## config.mk

```make
export PLATFORM = sky130hd
export DESIGN_NAME = periodic_timer_bank_with_flags
export DESIGN_NICKNAME = d
export VERILOG_FILES = /design/src/rtl/ptb_pkg.sv /design/src/rtl/periodic_timer_bank_with_flags.sv /design/src/rtl/ptb_cell.sv
export SDC_FILE = /design/constraint.sdc
export NUM_CORES = 1
export LEC_CHECK = 0
export ABC_CLOCK_PERIOD_IN_PS = 5600
export BUFFER_PORTS_ARGS = -buffer_cell sky130_fd_sc_hd__buf_2
export CAP_MARGIN = 20
export CORE_MARGIN = 2
export CORE_UTILIZATION = 31
export CTS_CLUSTER_SIZE = 20
export DETAILED_ROUTE_END_ITERATION = 8
export PLACE_DENSITY_LB_ADDON = 0.3
export SYNTH_ARGS = -nofsm -noshare
export SYNTH_HDL_FRONTEND = slang
export SYNTH_SLANG_ARGS = --single-unit
```

## constraint.sdc

```tcl
create_clock -name clk -period 5.6 [get_ports clk]
set_input_delay 0.56 -clock clk [delete_from_list [all_inputs] [get_ports clk]]
set_output_delay 0.56 -clock clk [all_outputs]
set_load 0.02 [all_outputs]
```

## src/rtl/ptb_pkg.sv

```systemverilog
// Shared types and constants for the periodic timer bank.
`timescale 1ns / 1ps

package ptb_pkg;

	// Default parameter values
	localparam int NUM_TIMERS_DEF  = 4;
	localparam int COUNT_WIDTH_DEF = 16;

	// Fixed field widths set by the register packing
	localparam int MAX_CH   = 4;
	localparam int PERIOD_W = 16;
	localparam int FLAG_W   = 8;
	localparam int CFG_W    = 64;
	localparam int CFG_IDX_W = 2;

	// Register indexes on the config port
	localparam logic [CFG_IDX_W-1:0] REG_ENABLE  = 2'd0;
	localparam logic [CFG_IDX_W-1:0] REG_PERIODS = 2'd1;
	localparam logic [CFG_IDX_W-1:0] REG_MASKS   = 2'd2;

	// Request codes
	typedef enum logic [1:0] {
		REQ_TICK    = 2'd0,
		REQ_RESTART = 2'd1,
		REQ_CLEAR   = 2'd2,
		REQ_NONE    = 2'd3
	} req_t;

	// Token handed from cell to cell while a tick walks the chain
	typedef struct packed {
		logic              go;
		logic [FLAG_W-1:0] flags;
		logic [MAX_CH-1:0] expired;
	} tok_t;

endpackage

```

## src/rtl/periodic_timer_bank_with_flags.sv

```systemverilog
// Top level of the periodic timer bank: config registers, control and result register.
//
//  channel | valid     | flow control | word
//  --------+-----------+--------------+--------------------------------
//  in      | in_valid  | in_stall     | req_type, handle, flag_mask
//  out     | out_valid | out_stall    | flags, expired
//  cfg     | cfg_valid | cfg_ready    | cfg_index, cfg_data
//
// A tick walks the cell chain one cell per cycle, from cell 0 to cell CH_COUNT-1,
// before the next word can be taken (CH_COUNT = min(NUM_TIMERS, 4)). Restart, clear
// and no-op words skip the chain. One word is in flight at a time.
// Reset zeroes all counts, the flag byte and the config registers.
// A stalled result holds in the output register; a finished word waits for it.
`timescale 1ns / 1ps

module periodic_timer_bank_with_flags #(
	parameter int NUM_TIMERS  = ptb_pkg::NUM_TIMERS_DEF,
	parameter int COUNT_WIDTH = ptb_pkg::COUNT_WIDTH_DEF
) (
	input  logic                          clk,
	input  logic                          arst_n,
	// input words
	input  logic                          in_valid,
	output logic                          in_stall,
	input  logic [1:0]                    req_type,
	input  logic [1:0]                    handle,
	input  logic [ptb_pkg::FLAG_W-1:0]    flag_mask,
	// results
	output logic                          out_valid,
	input  logic                          out_stall,
	output logic [ptb_pkg::FLAG_W-1:0]    flags,
	output logic [ptb_pkg::MAX_CH-1:0]    expired,
	// config writes
	input  logic                          cfg_valid,
	output logic                          cfg_ready,
	input  logic [ptb_pkg::CFG_IDX_W-1:0] cfg_index,
	input  logic [ptb_pkg::CFG_W-1:0]     cfg_data
);
	import ptb_pkg::*;

	localparam int CH_COUNT = (NUM_TIMERS < MAX_CH) ? NUM_TIMERS : MAX_CH;

	typedef enum logic [2:0] {
		ST_IDLE = 3'b001,
		ST_RUN  = 3'b010,
		ST_HAND = 3'b100
	} state_t;

	state_t                    state_q;
	logic [MAX_CH-1:0]         en_q;
	logic [MAX_CH*PERIOD_W-1:0] periods_q;
	logic [MAX_CH*FLAG_W-1:0]  masks_q;
	logic [FLAG_W-1:0]         flag_q;
	logic [MAX_CH-1:0]         exp_res_q;
	logic                      out_valid_q;
	logic [FLAG_W-1:0]         out_flags_q;
	logic [MAX_CH-1:0]         out_exp_q;

	req_t                      req;
	logic                      in_acc;
	logic                      cfg_wr;
	logic [MAX_CH-1:0]         en_rise;
	logic                      slot_free;
	tok_t                      tok_chain [0:CH_COUNT];
	logic [CH_COUNT:1]         go_vec;

	assign req       = req_t'(req_type);
	assign in_stall  = (state_q != ST_IDLE);
	assign in_acc    = in_valid && !in_stall;
	assign cfg_ready = 1'b1;
	assign cfg_wr    = cfg_valid && cfg_ready;
	assign slot_free = !out_valid_q || !out_stall;

	// Enable bits turning on zero their channel
	assign en_rise = (cfg_wr && (cfg_index == REG_ENABLE)) ?
	                 (cfg_data[MAX_CH-1:0] & ~en_q) : '0;

	// Config registers
	always_ff @(posedge clk or negedge arst_n) begin
		if (!arst_n) begin
			en_q      <= '0;
			periods_q <= '0;
			masks_q   <= '0;
		end else if (cfg_wr) begin
			case (cfg_index)
				REG_ENABLE:  en_q      <= cfg_data[MAX_CH-1:0];
				REG_PERIODS: periods_q <= cfg_data[MAX_CH*PERIOD_W-1:0];
				REG_MASKS:   masks_q   <= cfg_data[MAX_CH*FLAG_W-1:0];
				default:     ;
			endcase
		end
	end

	// Tick token enters the chain at cell 0 with the current flag byte
	assign tok_chain[0].go      = in_acc && (req == REQ_TICK);
	assign tok_chain[0].flags   = flag_q;
	assign tok_chain[0].expired = '0;

	// Row of timer cells
	for (genvar i = 0; i < CH_COUNT; i++) begin : g_cell
		localparam logic [1:0] HND = 2'(i);
		logic clr;

		assign clr = en_rise[i] || (in_acc && (req == REQ_RESTART) && (handle == HND));

		ptb_cell #(
			.COUNT_WIDTH (COUNT_WIDTH),
			.CELL_IDX    (i)
		) u_cell (
			.clk     (clk),
			.arst_n  (arst_n),
			.enable  (en_q[i]),
			.period  (periods_q[i*PERIOD_W +: PERIOD_W]),
			.mask    (masks_q[i*FLAG_W +: FLAG_W]),
			.clr     (clr),
			.tok_in  (tok_chain[i]),
			.tok_out (tok_chain[i+1])
		);

		assign go_vec[i+1] = tok_chain[i+1].go;
	end

	// Control: accept, wait for the token, then hand off to the output register
	always_ff @(posedge clk or negedge arst_n) begin
		if (!arst_n) begin
			state_q   <= ST_IDLE;
			flag_q    <= '0;
			exp_res_q <= '0;
		end else begin
			case (state_q)
				ST_IDLE: begin
					if (in_acc) begin
						case (req)
							REQ_TICK: begin
								state_q <= ST_RUN;
							end
							REQ_CLEAR: begin
								flag_q    <= flag_q & ~flag_mask;
								exp_res_q <= '0;
								state_q   <= ST_HAND;
							end
							default: begin
								exp_res_q <= '0;
								state_q   <= ST_HAND;
							end
						endcase
					end
				end
				ST_RUN: begin
					if (tok_chain[CH_COUNT].go) begin
						flag_q    <= tok_chain[CH_COUNT].flags;
						exp_res_q <= tok_chain[CH_COUNT].expired;
						state_q   <= ST_HAND;
					end
				end
				ST_HAND: begin
					if (slot_free) begin
						state_q <= ST_IDLE;
					end
				end
				default: begin
					state_q <= ST_IDLE;
				end
			endcase
		end
	end

	// Output register
	always_ff @(posedge clk or negedge arst_n) begin
		if (!arst_n) begin
			out_valid_q <= 1'b0;
		end else if ((state_q == ST_HAND) && slot_free) begin
			out_valid_q <= 1'b1;
		end else if (!out_stall) begin
			out_valid_q <= 1'b0;
		end
	end

	always_ff @(posedge clk) begin
		if ((state_q == ST_HAND) && slot_free) begin
			out_flags_q <= flag_q;
			out_exp_q   <= exp_res_q;
		end
	end

	assign out_valid = out_valid_q;
	assign flags     = out_flags_q;
	assign expired   = out_exp_q;

	// Token reaches the end of the chain after passing the register of every cell
	a_tick_latency: assert property (@(posedge clk) disable iff (!arst_n)
		(in_acc && (req == REQ_TICK)) |-> ##CH_COUNT tok_chain[CH_COUNT].go)
		else $error("tick token did not reach chain end on time");

	// Only one token ever walks the chain
	a_one_token: assert property (@(posedge clk) disable iff (!arst_n)
		$onehot0(go_vec))
		else $error("more than one token in the cell chain");

	// Non-tick words report no expiry
	a_nontick_exp: assert property (@(posedge clk) disable iff (!arst_n)
		(in_acc && (req != REQ_TICK)) |=> (exp_res_q == '0))
		else $error("non-tick word carries expired bits");

	// Channels beyond the chain never expire
	a_exp_range: assert property (@(posedge clk) disable iff (!arst_n)
		out_valid_q |-> ((out_exp_q >> CH_COUNT) == '0))
		else $error("expired bit set for a missing channel");

endmodule

```

## src/rtl/ptb_cell.sv

```systemverilog
// One timer cell: a down-counter that services the tick token and passes it on.
`timescale 1ns / 1ps

module ptb_cell #(
	parameter int COUNT_WIDTH = 16,
	parameter int CELL_IDX    = 0
) (
	input  logic                         clk,
	input  logic                         arst_n,
	input  logic                         enable,
	input  logic [ptb_pkg::PERIOD_W-1:0] period,
	input  logic [ptb_pkg::FLAG_W-1:0]   mask,
	input  logic                         clr,
	input  ptb_pkg::tok_t                tok_in,
	output ptb_pkg::tok_t                tok_out
);
	import ptb_pkg::*;

	localparam logic [MAX_CH-1:0] OWN_BIT = MAX_CH'(1) << CELL_IDX;

	logic [COUNT_WIDTH-1:0]          count_q;
	logic [COUNT_WIDTH+PERIOD_W-1:0] per_ext;
	logic [COUNT_WIDTH-1:0]          reload;
	logic                            fire;
	tok_t                            tok_q;

	// Period zero-extended, then cut to the counter width
	assign per_ext = {{COUNT_WIDTH{1'b0}}, period};
	assign reload  = per_ext[COUNT_WIDTH-1:0];
	assign fire    = tok_in.go && enable && (count_q == '0);

	// Down-counter: clear wins, else count on the token while enabled
	always_ff @(posedge clk or negedge arst_n) begin
		if (!arst_n) begin
			count_q <= '0;
		end else if (clr) begin
			count_q <= '0;
		end else if (tok_in.go && enable) begin
			if (count_q == '0) begin
				count_q <= reload;
			end else begin
				count_q <= count_q - 1'b1;
			end
		end
	end

	// Hand the token to the neighbor, adding this cell's mask and expired bit on expiry
	always_ff @(posedge clk or negedge arst_n) begin
		if (!arst_n) begin
			tok_q <= '0;
		end else begin
			tok_q.go      <= tok_in.go;
			tok_q.flags   <= tok_in.flags | (fire ? mask : '0);
			tok_q.expired <= tok_in.expired | (fire ? OWN_BIT : '0);
		end
	end

	assign tok_out = tok_q;

endmodule

```

[After elaboration in Yosys (flattened, before gate mapping)]
Cells that the tools add are included.
Storage, ports and cells
  bits in registers: 244
  input bits: 83
  output and inout bits: 15
  word-level logic and storage cells: 136
Operators by class
  $add $sub $neg: 4
  eq/ne operators: 17
  muxes and demuxes: 36
  bitwise operators: 11
  reductions and logical operators: 43
Operators by type and width (count)
  16-bit two-way mux: 12
  16-bit zero test: 4
  16-bit by 1-bit subtractor with 16-bit output (second input constant): 4
  8-bit two-way mux: 7
  8-bit bitwise OR: 4
  4-bit two-way mux: 5
  1-bit logical AND: 17
  8-bit one-hot mux with 2 select lines: 1
  3-bit two-way mux: 5
  4-bit bitwise OR: 3
  2-bit nonzero test: 5
  3-bit one-hot mux with 3 select lines: 1
  8-bit AND: 1
  2-bit equality test (second input constant): 4
  8-bit NOT: 1
  4-bit one-hot mux with 2 select lines: 1
  4-bit AND reduction: 2
  2-bit by 1-bit equality test with 1-bit output (second input constant): 3
  2-bit zero test: 3
  2-bit by 1-bit != test with 1-bit output (second input constant): 3
  2-bit != test (second input constant): 3
  2-bit AND reduction: 3
  1-bit logical OR: 5
  4-bit AND: 1
  9 further kinds: 13

[Depth between registers and ports, before layout]
Gate-level depths: netlist (run 1).
  depth after elaboration: 8
  depth in mapped cells: 9
  gate-level depth less buffers: 7

[Hierarchy]
From an unflattened synthesis (run 1), not the netlist that was laid out.
Unflattened totals
  cells, all modules: 930
  area, all modules: 11178.2 µm²
Modules (own cells, without submodules)
  periodic_timer_bank_with_flags: instances 1, cells an instance 326, area each 4981.0 µm², sequential area each 3264.4 µm²
  ptb_cell (g_cell[2].u_cell ...): instances 2, cells an instance 151, area each 1544.0 µm², sequential area each 725.7 µm²
  ptb_cell (g_cell[0].u_cell): instances 1, cells an instance 151, area each 1570.3 µm², sequential area each 725.7 µm²
  ptb_cell (g_cell[1].u_cell): instances 1, cells an instance 151, area each 1539.0 µm², sequential area each 725.7 µm²

[Worst setup path before layout (run 1)]
OpenSTA, ideal clock, no wires.
  path type: input port to flip-flop
  start: in cfg_index[0] in the netlist's numbering
  end: reg g_cell[2].u_cell.count_q[5]
  arrival: 1.980 ns
  required time: 5.479 ns
  path slack: 3.499 ns
  cell stages on the path: 6
  buffers on the path: 2
  cells stage by stage: or3b_1 -> buf_2 -> or3b_1 -> and3_1 -> buf_2 -> a22o_1
Between the ends
  word-level cells in the longest chain between the ends: 5
  elaborated cells between the ends (all ways): 6
Ends and longest elaborated chain
  start: declaration: RTL line periodic_timer_bank_with_flags.sv:36  | input logic [ptb_pkg::CFG_IDX_W-1:0] cfg_index,
  2-bit zero test *: RTL line periodic_timer_bank_with_flags.sv:75  | assign en_rise = (cfg_wr && (cfg_index == REG_ENABLE)) ?
  1-bit logical AND *: RTL line periodic_timer_bank_with_flags.sv:75
  4-bit two-way mux *: RTL line periodic_timer_bank_with_flags.sv:75
  1-bit logical OR *: RTL line periodic_timer_bank_with_flags.sv:104  | assign clr = en_rise[i] || (in_acc && (req == REQ_RESTART) && (handle == HND));
  16-bit two-way mux or 2-bit nonzero test (tied branches)
  end signal: assignment: RTL line ptb_cell.sv:40  | count_q <= reload;
  end signal: assignment: RTL line ptb_cell.sv:42  | count_q <= count_q - 1'b1;
  end: declaration: RTL line ptb_cell.sv:21  | logic [COUNT_WIDTH-1:0] count_q;
Every way passes the cells marked *; elsewhere a longest branch is shown, timed or not.
A chain may end at the register's enable or synchronous reset.

[Worst setup path after layout (run 1)]
  start: reg g_cell[2].u_cell.count_q[10]
  end: reg g_cell[2].u_cell.tok_q, in the netlist g_cell[2].u_cell.tok_out[4]
Between the ends
  word-level cells in the longest chain between the ends: 4
Ends and longest elaborated chain
  16-bit zero test: RTL line ptb_cell.sv:30  | assign fire = tok_in.go && enable && (count_q == '0);
  1-bit logical AND: RTL line ptb_cell.sv:30
  named net g_cell[2].u_cell.fire: RTL line ptb_cell.sv:24  | logic fire;
  8-bit two-way mux: RTL line ptb_cell.sv:53  | tok_q.flags <= tok_in.flags | (fire ? mask : '0);
  8-bit bitwise OR: RTL line ptb_cell.sv:53
  end: declaration: RTL line ptb_cell.sv:25  | tok_t tok_q;
The timed path passes the listed nets, and every way through them passes these cells.

==> flow_summary.ini, run 1 <==
[timing]
slew_viol_final = 0
finalSetupViolations = 0
fin_crit_sh = 0.497
period_needed_ns = 2.78
finalHoldViolations = 0
slew_headroom = 0.305
rsz0062_at_grt = no
tightest_slew_ns = 1.04
tns_ns = 0
hold_ws_ns = 0.264
skew_ns = 0.0225
fmax_mhz = 359

[routing]
drt_wl_total_mm = 27.0
drt_iter0_drc = 446
route.detailed.drc = 0
wire_per_inst_um = 17.9
drt-pass1-iter-count = 5
route.vias.total = 7783
drtAntennaViolNets = 0
via_per_inst = 5.17

[die]
die_area_mm2 = 0.0362
fp.dieW_um = 190
io_pins = 98
start_util = 0.313
die_y_um = 190
core_mm2 = 0.0344
rows = 68

[setup_path]
critical_path_class = reg -> reg
crit_path_max_fanout = 21
start_kind = flop
end_kind = flop
worstPathArrival_ns = 3.26
cp.required_ns = 6.08

[global_route]
grt_pass1_wl_mm = 43.4
grt_pass1_vias = 7676
track_usage = 0.151
grt_max_degree = 170
overflow = 0
antenna_found_initial = 1

[flow_run]
maxCapViolCount = 0

[clock_tree]
cts.sinks = 238
cts_made_buffers = 27
post_cts_resized = 0
cts_buffer_depth = 3
clk_pin_slew_worst_paths_ns = 0.06
cts_root_buf = clkbuf_16
cts_tree = yes
insertion_delay_ns = 0.54
cts.repair_timing.setup_buffer_count = 0
hold_buffers = 1
h-tree-depth = 1

[power]
vdd_drop_max_mv = 0.320
p_per_area_mw_per_mm2 = 533
p_leak_uw = 0.00581

[min_path]
hp-class = in -> reg

[synth]
yosys.area.top_type_share = 0.524
syn_area_mm2 = 0.0107
yosysWarnings = 0
ys_types = 76
yosysSeqAreaShare = 0.560
synth_ff_type = dfrtp_1
synth_most_common_cell = dfrtp_1
synth_fp_nets = 1026
ys_seq_elements = 238
async_reset_ff_frac = 0.950
synthCells = 935
postSynthAreaPerCell_um2 = 11.5
yosys.area.top_type = dfrtp_1
synth_common_cells = dfrtp_1 (225), mux2_2 (100), o21ai_0 (60), nand2_1 (56), a21oi_1 (50)
synth_edf_count = 12
synth_area_leaders = dfrtp_1 (52%), mux2_2 (10%), edfxtp_1 (3.4%)

[final_layout]
fin_util = 0.367
drive_gt1_frac = 0.263
fillCellCount = 3448
fin_nets = 1117
areaGrowthSynthToFinish_pct = 17.4

[placed_design]
gp_congestion = 0.841
portBuffers = 96
dp_hpwl_mm = 18.5

[run_status]
status = completed
-- per-stage QoR --
stage | setup WS [ns] | total power, µW | cell area [µm²] | std cells
after floorplan | 3.50 | 4370 | 10700 | 935
after global placement | 2.77 | 4900 | 11700 | 1449
after detailed placement | 2.70 | 4940 | 11700 | 1450
after CTS | 2.68 | 6770 | 12600 | 1501
after global routing | 2.53 | 7200 | 12600 | 1502
final | 2.82 | 6720 | 12600 | 1504
-- metal layers --
| layer | up-vias | global-route usage | part of all wire |
|---|---|---|---|
| li1 | 3656 | - | - |
| met2 | 192 | 0.224 | 0.44 |
| met5 | - | 0 | 0 |
| met3 | 27 | 0.0234 | 0.051 |
| met4 | 0 | 0.0319 | 0.016 |
| met1 | 3908 | 0.230 | 0.50 |
-- layout by cell type, fill, tap and decap left out, drive strengths merged, types with 4 or more instances in the layout --
cell	Yosys	routed
dfrtp	225	225
buf	22	106
mux2	100	100
o21ai	76	76
nand2	57	57
a21oi	50	50
a21o	39	39
nor3	37	37
inv	31	33
nor2	33	33
clkbuf	24	33
nor4	19	19
o22ai	17	17
nand3	16	16
a31oi	16	16
a211oi	16	16
mux2i	13	13
edfxtp	12	12
o31ai	12	12
a22o	10	10
or3	9	9
clkinv	0	9
nand2b	8	8
ha	8	8
or4	6	6
nand4	6	6
nor3b	6	6
and3	5	5
o41ai	4	4
and4	4	4
and2	4	4
nand3b	4	4
or3b	4	4
-- power breakdown --
group / switching [µW] / internal [µW]
logic: 1540 / 982
registers: 341 / 2080
clock network: 726 / 1060
total: 2610 / 4120
-- final cells by class --
type | instances | area [µm²] | share of cell area
diodes | 2 | 5.00 | 0.000397
clock buffers | 33 | 718 | 0.0569
clock inverters | 17 | 183 | 0.0145
inverters | 31 | 116 | 0.00922
multi-input cells | 620 | 4410 | 0.350
flip-flops and latches | 238 | 6020 | 0.477
well taps | 455 | 569 | 0.0451
repair buffers | 108 | 597 | 0.0473
-- worst paths after layout --
| path | from | end | slack (ns) | cells after the start |
|---|---|---|---|---|
| worst max-delay path | g_cell[2].u_cell.count_q[10]$_DFFE_PN0P_ | g_cell[2].u_cell.tok_out[4]$_DFF_PN0_ | 2.82 | 4 |
| worst min-delay path | cfg_data[32] | periods_q[32]$_DFFE_PN0P_ | 0.26 | 2 |
| worst max register to register | g_cell[2].u_cell.count_q[10]$_DFFE_PN0P_ | g_cell[2].u_cell.tok_out[4]$_DFF_PN0_ | 2.82 | 4 |
| worst min register to register | g_cell[2].u_cell.tok_out[2]$_DFF_PN0_ | g_cell[3].u_cell.tok_out[2]$_DFF_PN0_ | 0.35 | 0 |
| max in group asynchronous | arst_n | g_cell[1].u_cell.count_q[11]$_DFFE_PN0P_ | 3.74 | 3 |
| min in group asynchronous | arst_n | periods_q[46]$_DFFE_PN0P_ | 0.55 | 2 |
-- sequential cells by signal (all words and copies together), names as in the netlist --
name	count
masks_q	32
en_q	4
exp_res_q	4
periods_q	64
flag_q	8
g_cell.u_cell.count_q	64
state_q	3
expired	4
flags	8
g_cell.u_cell.tok_out	46
out_valid	1
-- critical path, cell delays in order (launching register included) --
cell and delay [ns]:
dfrtp_1 0.46, nor4_1 0.55, nand4_1 0.79, nor2_2 0.72, a21o_1 0.20
-- cells by family (layout without fill, tap and decap cells) --
family                   Yosys count  after routing  share of synthesized area
AO/OA/AOI/OAI                    265            265                      0.158
AND/OR/NAND/NOR                  229            229                      0.122
buffers and inverters             77            189                     0.0299
other                              1              3                   0.000349
flip-flops                       238            238                      0.560
adder cells (fa/ha/maj)            8              8                    0.00931
XOR/XNOR                           4              4                    0.00326
multiplexers                     113            113                      0.117
(Power assumes the default switching activity.)
==> inputs of run 2 (changes only) <==
ABC_AREA = 1   (was unset)
ABC_CLOCK_PERIOD_IN_PS = 2400   (was 5600)
clock period = 2.4 ns   (was 5.6 ns; I/O delays follow)
==> run 2 against run 1 <==
First-iteration DRC count rose by 43%. Area after synthesis is 11% higher. Die area is 11% higher. Wire length grew 14%. Non-clock buffer count up 62. Maximum frequency up 36%. Via count is 30% higher. Total power rose to 2.9 times the previous value. Largest cell class unchanged. Largest power group unchanged.
==> flow_summary.ini, run 2 <==
[run_status]
status = completed

[setup_path]
worstPathArrival_ns = 2.53
end_kind = flop
critical_path_class = reg -> reg
start_kind = flop
crit_path_max_fanout = 11
r2r_start = g_cell[0].u_cell.count_q[0]$_DFFE_PN0P_
cp.required_ns = 2.89
cp-startpoint = g_cell[0].u_cell.count_q[0]$_DFFE_PN0P_

[die]
start_util = 0.316
die_area_mm2 = 0.0401
die_y_um = 200
rows = 71
io_pins = 98
core_mm2 = 0.0378
fp.dieW_um = 200

[final_layout]
areaGrowthSynthToFinish_pct = 21.7
final_cell_mix = nand2_1 (502), dfrtp_1 (225), inv_1 (203)
drive_gt1_frac = 0.133
final_cells = 2219
fin_nets = 1778
fillCellCount = 3942
seq_area_mm2 = 0.00602
layout_commonest_cell = nand2_1
multi_input_area_mm2 = 0.00497

[global_route]
overflow = 0
grt_max_degree = 75
grt_pass1_vias = 9948
track_usage = 0.155
antenna_found_initial = 3
grt_pass1_wl_mm = 51.1

[clock_tree]
cts_buffer_depth = 3
cts.sinks = 238
cts_made_buffers = 28
h-tree-depth = 1
cts_root_buf = clkbuf_16
hold_buffers = 53
insertion_delay_ns = 0.55
clk_pin_slew_worst_paths_ns = 0.06
cts_tree = yes
post_cts_resized = 0
cts.repair_timing.setup_buffer_count = 0

[synth]
synth_fp_nets = 1619
synth_area_leaders = dfrtp_1 (47%), nand2_1 (16%), inv_1 (6.4%)
async_reset_ff_frac = 0.950
ys_seq_elements = 238
postSynthAreaPerCell_um2 = 7.82
synthCells = 1528
ys_types = 40
synth_edf_count = 12
synth_ff_type = dfrtp_1
synth_most_common_cell = nand2_1
syn_area_mm2 = 0.0120
yosys.area.top_type = dfrtp_1
yosys.area.top_type_share = 0.471
synth_common_cells = nand2_1 (502), dfrtp_1 (225), inv_1 (203), nand3_1 (136), nor2_1 (120)
yosysSeqAreaShare = 0.503
yosysWarnings = 0

[placed_design]
dp.cells = 2115
dp_hpwl_mm = 22.2
gp_congestion = 0.894
portBuffers = 96

[power]
vdd_drop_max_mv = 0.729
p_leak_uw = 0.00782
p_per_area_mw_per_mm2 = 1330

[routing]
drt-pass1-iter-count = 5
drt_wl_total_mm = 30.9
route.vias.total = 10129
drt_iter0_drc = 640
route.detailed.drc = 0
wire_per_inst_um = 13.9
drtAntennaViolNets = 0
via_per_inst = 4.56

[timing]
tns_ns = 0
slew_viol_final = 0
skew_ns = 0.0161
fin_crit_sh = 0.852
tightest_slew_ns = 0.992
hold_ws_ns = 0.0165
finalSetupViolations = 0
rsz0062_at_grt = no
slew_headroom = 0.339
period_needed_ns = 2.04
fmax_mhz = 489
finalHoldViolations = 0

[flow_run]
maxCapViolCount = 0

[min_path]
hp-class = in -> reg
hp-start = cfg_data[29]
run 2: cell count changes in the layout (fill, tap and decap cells not counted), sizes merged, moves of 31 or more:
cell,before,now
nand3,16,142
nor2,33,141
inv,33,208
nor3,37,6
a21o,39,0
nand2,57,506
mux2,100,15
dlygate4sd3,1,53
run 2: path summary, 6_finish.rpt:
check | to | slack (ns) | cells past startpoint
min in group asynchronous | out_valid$_DFFE_PN0P_ | 0.26 | 2
max reg2reg | g_cell[0].u_cell.count_q[5]$_DFFE_PN0P_ | 0.36 | 8
min reg2reg | g_cell[3].u_cell.tok_out[2]$_DFF_PN0_ | 0.35 | 0
max in group asynchronous | g_cell[3].u_cell.tok_out[4]$_DFF_PN0_ | 1.43 | 3
min | masks_q[29]$_DFFE_PN0P_ | 0.02 | 3
max | g_cell[0].u_cell.count_q[5]$_DFFE_PN0P_ | 0.36 | 8
run 2: critical path, stage by stage (launching register included):
cell	delay, ns
dfrtp_1	0.39
inv_1	0.14
ha_1	0.20
nand2_1	0.06
nor2_1	0.35
nand3_1	0.47
nand2_1	0.21
nand3_1	0.09
nand2_1	0.08
run 2: logic make-up after synthesis:
| logic type | share of synthesized area |
|---|---|
| simple gates | 0.317 |
| buf+inv | 0.0825 |
| flops | 0.503 |
| compound gates | 0.0672 |
| mux | 0.0141 |
| xor+xnor | 0.00660 |
| fa+ha+maj | 0.00837 |
| other cells | 0.000314 |
run 2: stage by stage:
step | utilization | total power [µW] | setup WS, ns | cell area, µm²
3_3_place_gp | 0.346 | 15000 | 0.466 | 13100
6_report | 0.384 | 19400 | 0.356 | 14500
5_1_grt | 0.384 | 21200 | 0.190 | 14500
3_5_place_dp | 0.346 | 15100 | 0.399 | 13100
4_1_cts | 0.384 | 19400 | 0.378 | 14500
2_1_floorplan | - | 12700 | 0.828 | 12000
run 2: area by class of cell:
cell class / count / area share
Antenna cell: 2 / 0.000344
Sequential cell: 238 / 0.414
Timing Repair Buffer: 170 / 0.0845
Tap cell: 511 / 0.0440
Clock inverter: 7 / 0.00688
Inverter: 209 / 0.0539
Multi-Input combinational cell: 1040 / 0.342
Clock buffer: 42 / 0.0552
run 2: where the power goes:
group | switching (µW) | internal [µW] | total (µW) | leakage [µW]
Sequential | 755 | 4850 | 5610 | 0.00305
Clock | 1650 | 2510 | 4170 | 0.000443
Combinational | 6330 | 3280 | 9610 | 0.00433
Total | 8740 | 10600 | 19400 | 0.00782
run 2: per-layer routing:
| layer | up-vias | track usage | wire length, µm | part of all wire |
|---|---|---|---|---|
| met5 | - | 0 | 13 | 0.00042 |
| met2 | 215 | 0.246 | 13900 | 0.45 |
| li1 | 5139 | - | - | - |
| met1 | 4730 | 0.218 | 15000 | 0.48 |
| met3 | 43 | 0.0242 | 1320 | 0.043 |
| met4 | 2 | 0.0452 | 692 | 0.022 |
==> inputs of run 3 (changes only) <==
BUFFER_PORTS_ARGS = -buffer_cell sky130_fd_sc_hd__buf_4   (was -buffer_cell sky130_fd_sc_hd__buf_2)
TNS_END_PERCENT = 100   (was unset)
==> run 3 against run 2 <==
Global-route usage shrank 0.14 points. Sequential share of layout area shrank 0.64 points. Highest routed layer is now met4. Register-to-register slack gained 0.16 ns.
==> flow_summary.ini, run 3 (synthesis gave the netlist of run 2 again) <==
[run_status]
status = completed

[power]
p_int_uw = 10700
swShare = 0.449
seqPwrFrac = 0.289
clkPwrFrac = 0.214
p_leak_uw = 0.00791
combPwrFrac = 0.497
switchingPower_uw = 8720
vdd_drop_max_mv = 0.742
p_per_area_mw_per_mm2 = 1310

[clock_tree]
cts_buffer_depth = 3
cts_root_buf = clkbuf_16
insertion_delay_ns = 0.55
cts_made_buffers = 27
cts.repair_timing.setup_buffer_count = 0
cts_tree = yes
clk_pin_slew_worst_paths_ns = 0.06
h-tree-depth = 1
post_cts_resized = 0
cts.sinks = 238

[final_layout]
layout_commonest_cell = nand2_1
final_cells = 2217
drive_gt1_frac = 0.136
fillCellCount = 3920
fin_nets = 1774
areaGrowthSynthToFinish_pct = 23.6
fin_util = 0.390
final_cell_mix = nand2_1 (502), dfrtp_1 (225), inv_1 (203)

[routing]
drtAntennaViolNets = 0
drt_wl_total_mm = 30.2
via_per_inst = 4.56
route.detailed.drc = 0
wire_per_inst_um = 13.6
drt_iter0_drc = 632
route.vias.total = 10119
drt-pass1-iter-count = 5

[min_path]
worst_hold_path.num_cells = 3
hp-class = in -> reg

[die]
fp.dieW_um = 200
die_area_mm2 = 0.0401
io_pins = 98
rows = 71
die_y_um = 200
start_util = 0.316
core_mm2 = 0.0378

[global_route]
overflow = 0
grt_pass1_vias = 10045
grt_pass1_wl_mm = 51.1
track_usage = 0.153
grt_max_degree = 73
antenna_found_initial = 2

[setup_path]
path_cells = inv_1 > ha_1 > nand2_1 > nor2_1 > buf_4 > nand3_1 > nand2_1 > nand3_1 > nand2_1
crit_cells = 9
critPathMostFrequentCell = nand2_1
end_kind = flop
cp.required_ns = 2.88
start_kind = flop
worstPathArrival_ns = 2.36
cp_num_buf_inv = 2
critical_path_class = reg -> reg
crit_path_max_fanout = 12
path_delay_family = simple AND/OR/NAND/NOR gates
critical-path-slowest-cell = dfrtp_1
max_stage_delay_ns = 0.39
reg2regPathDepth = 9

[timing]
skew_ns = 0.0133
tns_ns = 0
finalSetupViolations = 0
rsz0062_at_grt = no
tightest_slew_ns = 1.02
period_needed_ns = 1.88
slew_headroom = 0.318
slew_viol_final = 0
fin_crit_sh = 0.784
hold_ws_ns = 0.00884
fmax_mhz = 532
finalHoldViolations = 0

[placed_design]
dp_hpwl_mm = 22.2
dp.cells = 2112
portBuffers = 96
gp_congestion = 0.908

[flow_run]
maxCapViolCount = 0
-- run 3: layout make-up --
type,count,area (µm²),area share
flip-flops and latches,238,6020,0.407
multi-input cells,1040,4970,0.336
repair buffers,167,1440,0.0977
clock buffers,40,825,0.0558
inverters,209,785,0.0531
well taps,511,639,0.0433
clock inverters,10,93.8,0.00635
diodes,2,5.00,0.000339
-- run 3: path summary, 6_finish.rpt --
check	end	slack, ns	startpoint
worst max-delay path	g_cell[0].u_cell.count_q[5]$_DFFE_PN0P_	0.52	g_cell[0].u_cell.count_q[0]$_DFFE_PN0P_
worst min-delay path	periods_q[9]$_DFFE_PN0P_	0.009	cfg_data[9]
worst max register to register	g_cell[0].u_cell.count_q[5]$_DFFE_PN0P_	0.52	g_cell[0].u_cell.count_q[0]$_DFFE_PN0P_
worst min register to register	g_cell[3].u_cell.tok_out[2]$_DFF_PN0_	0.35	g_cell[2].u_cell.tok_out[2]$_DFF_PN0_
max in group asynchronous	state_q[0]$_DFFE_PN1P_	1.35	arst_n
min in group asynchronous	exp_res_q[1]$_DFFE_PN0P_	0.23	arst_n
-- run 3: timing repair --
item / CTS / global route
endpoints found under the setup margin: 0 / 0
endpoints found under the hold margin: 132 / 0
hold buffers: 53 / 0
-- run 3: power by group through the flow --
stage | Clock [µW] | Sequential (µW) | Combinational [µW]
finish | 4160 | 5600 | 9640
global route | 4440 | 5720 | 11100
CTS | 4290 | 5590 | 9630
detailed placement | 0 | 5650 | 9490
global placement | 0 | 5640 | 9440
floorplan | 0 | 5490 | 7260
-- run 3: through the flow --
step	setup slack [ns]	power, µW	instance area [µm²]
6_report	0.519	19400	14800
5_1_grt	0.284	21300	14800
4_1_cts	0.480	19500	14800
3_5_place_dp	0.497	15100	13300
3_3_place_gp	0.588	15100	13300
2_1_floorplan	0.828	12700	12000
-- run 3: per-layer routing --
layer,global-route usage,vias up,routed length (µm)
met3,0.0247,40,1500
met2,0.247,228,13600
met4,0.0405,0,632
met5,0,-,0
met1,0.215,4702,14400
li1,-,5149,-
-- run 3: worst reg2reg max path, delay by kind of cell, from the launching register on --
kind	cells	cell delay [ns]
adder cells (fa/ha/maj)	1	0.20
flip-flops	1	0.39
AND/OR/NAND/NOR	6	0.92
buffers and inverters	2	0.31
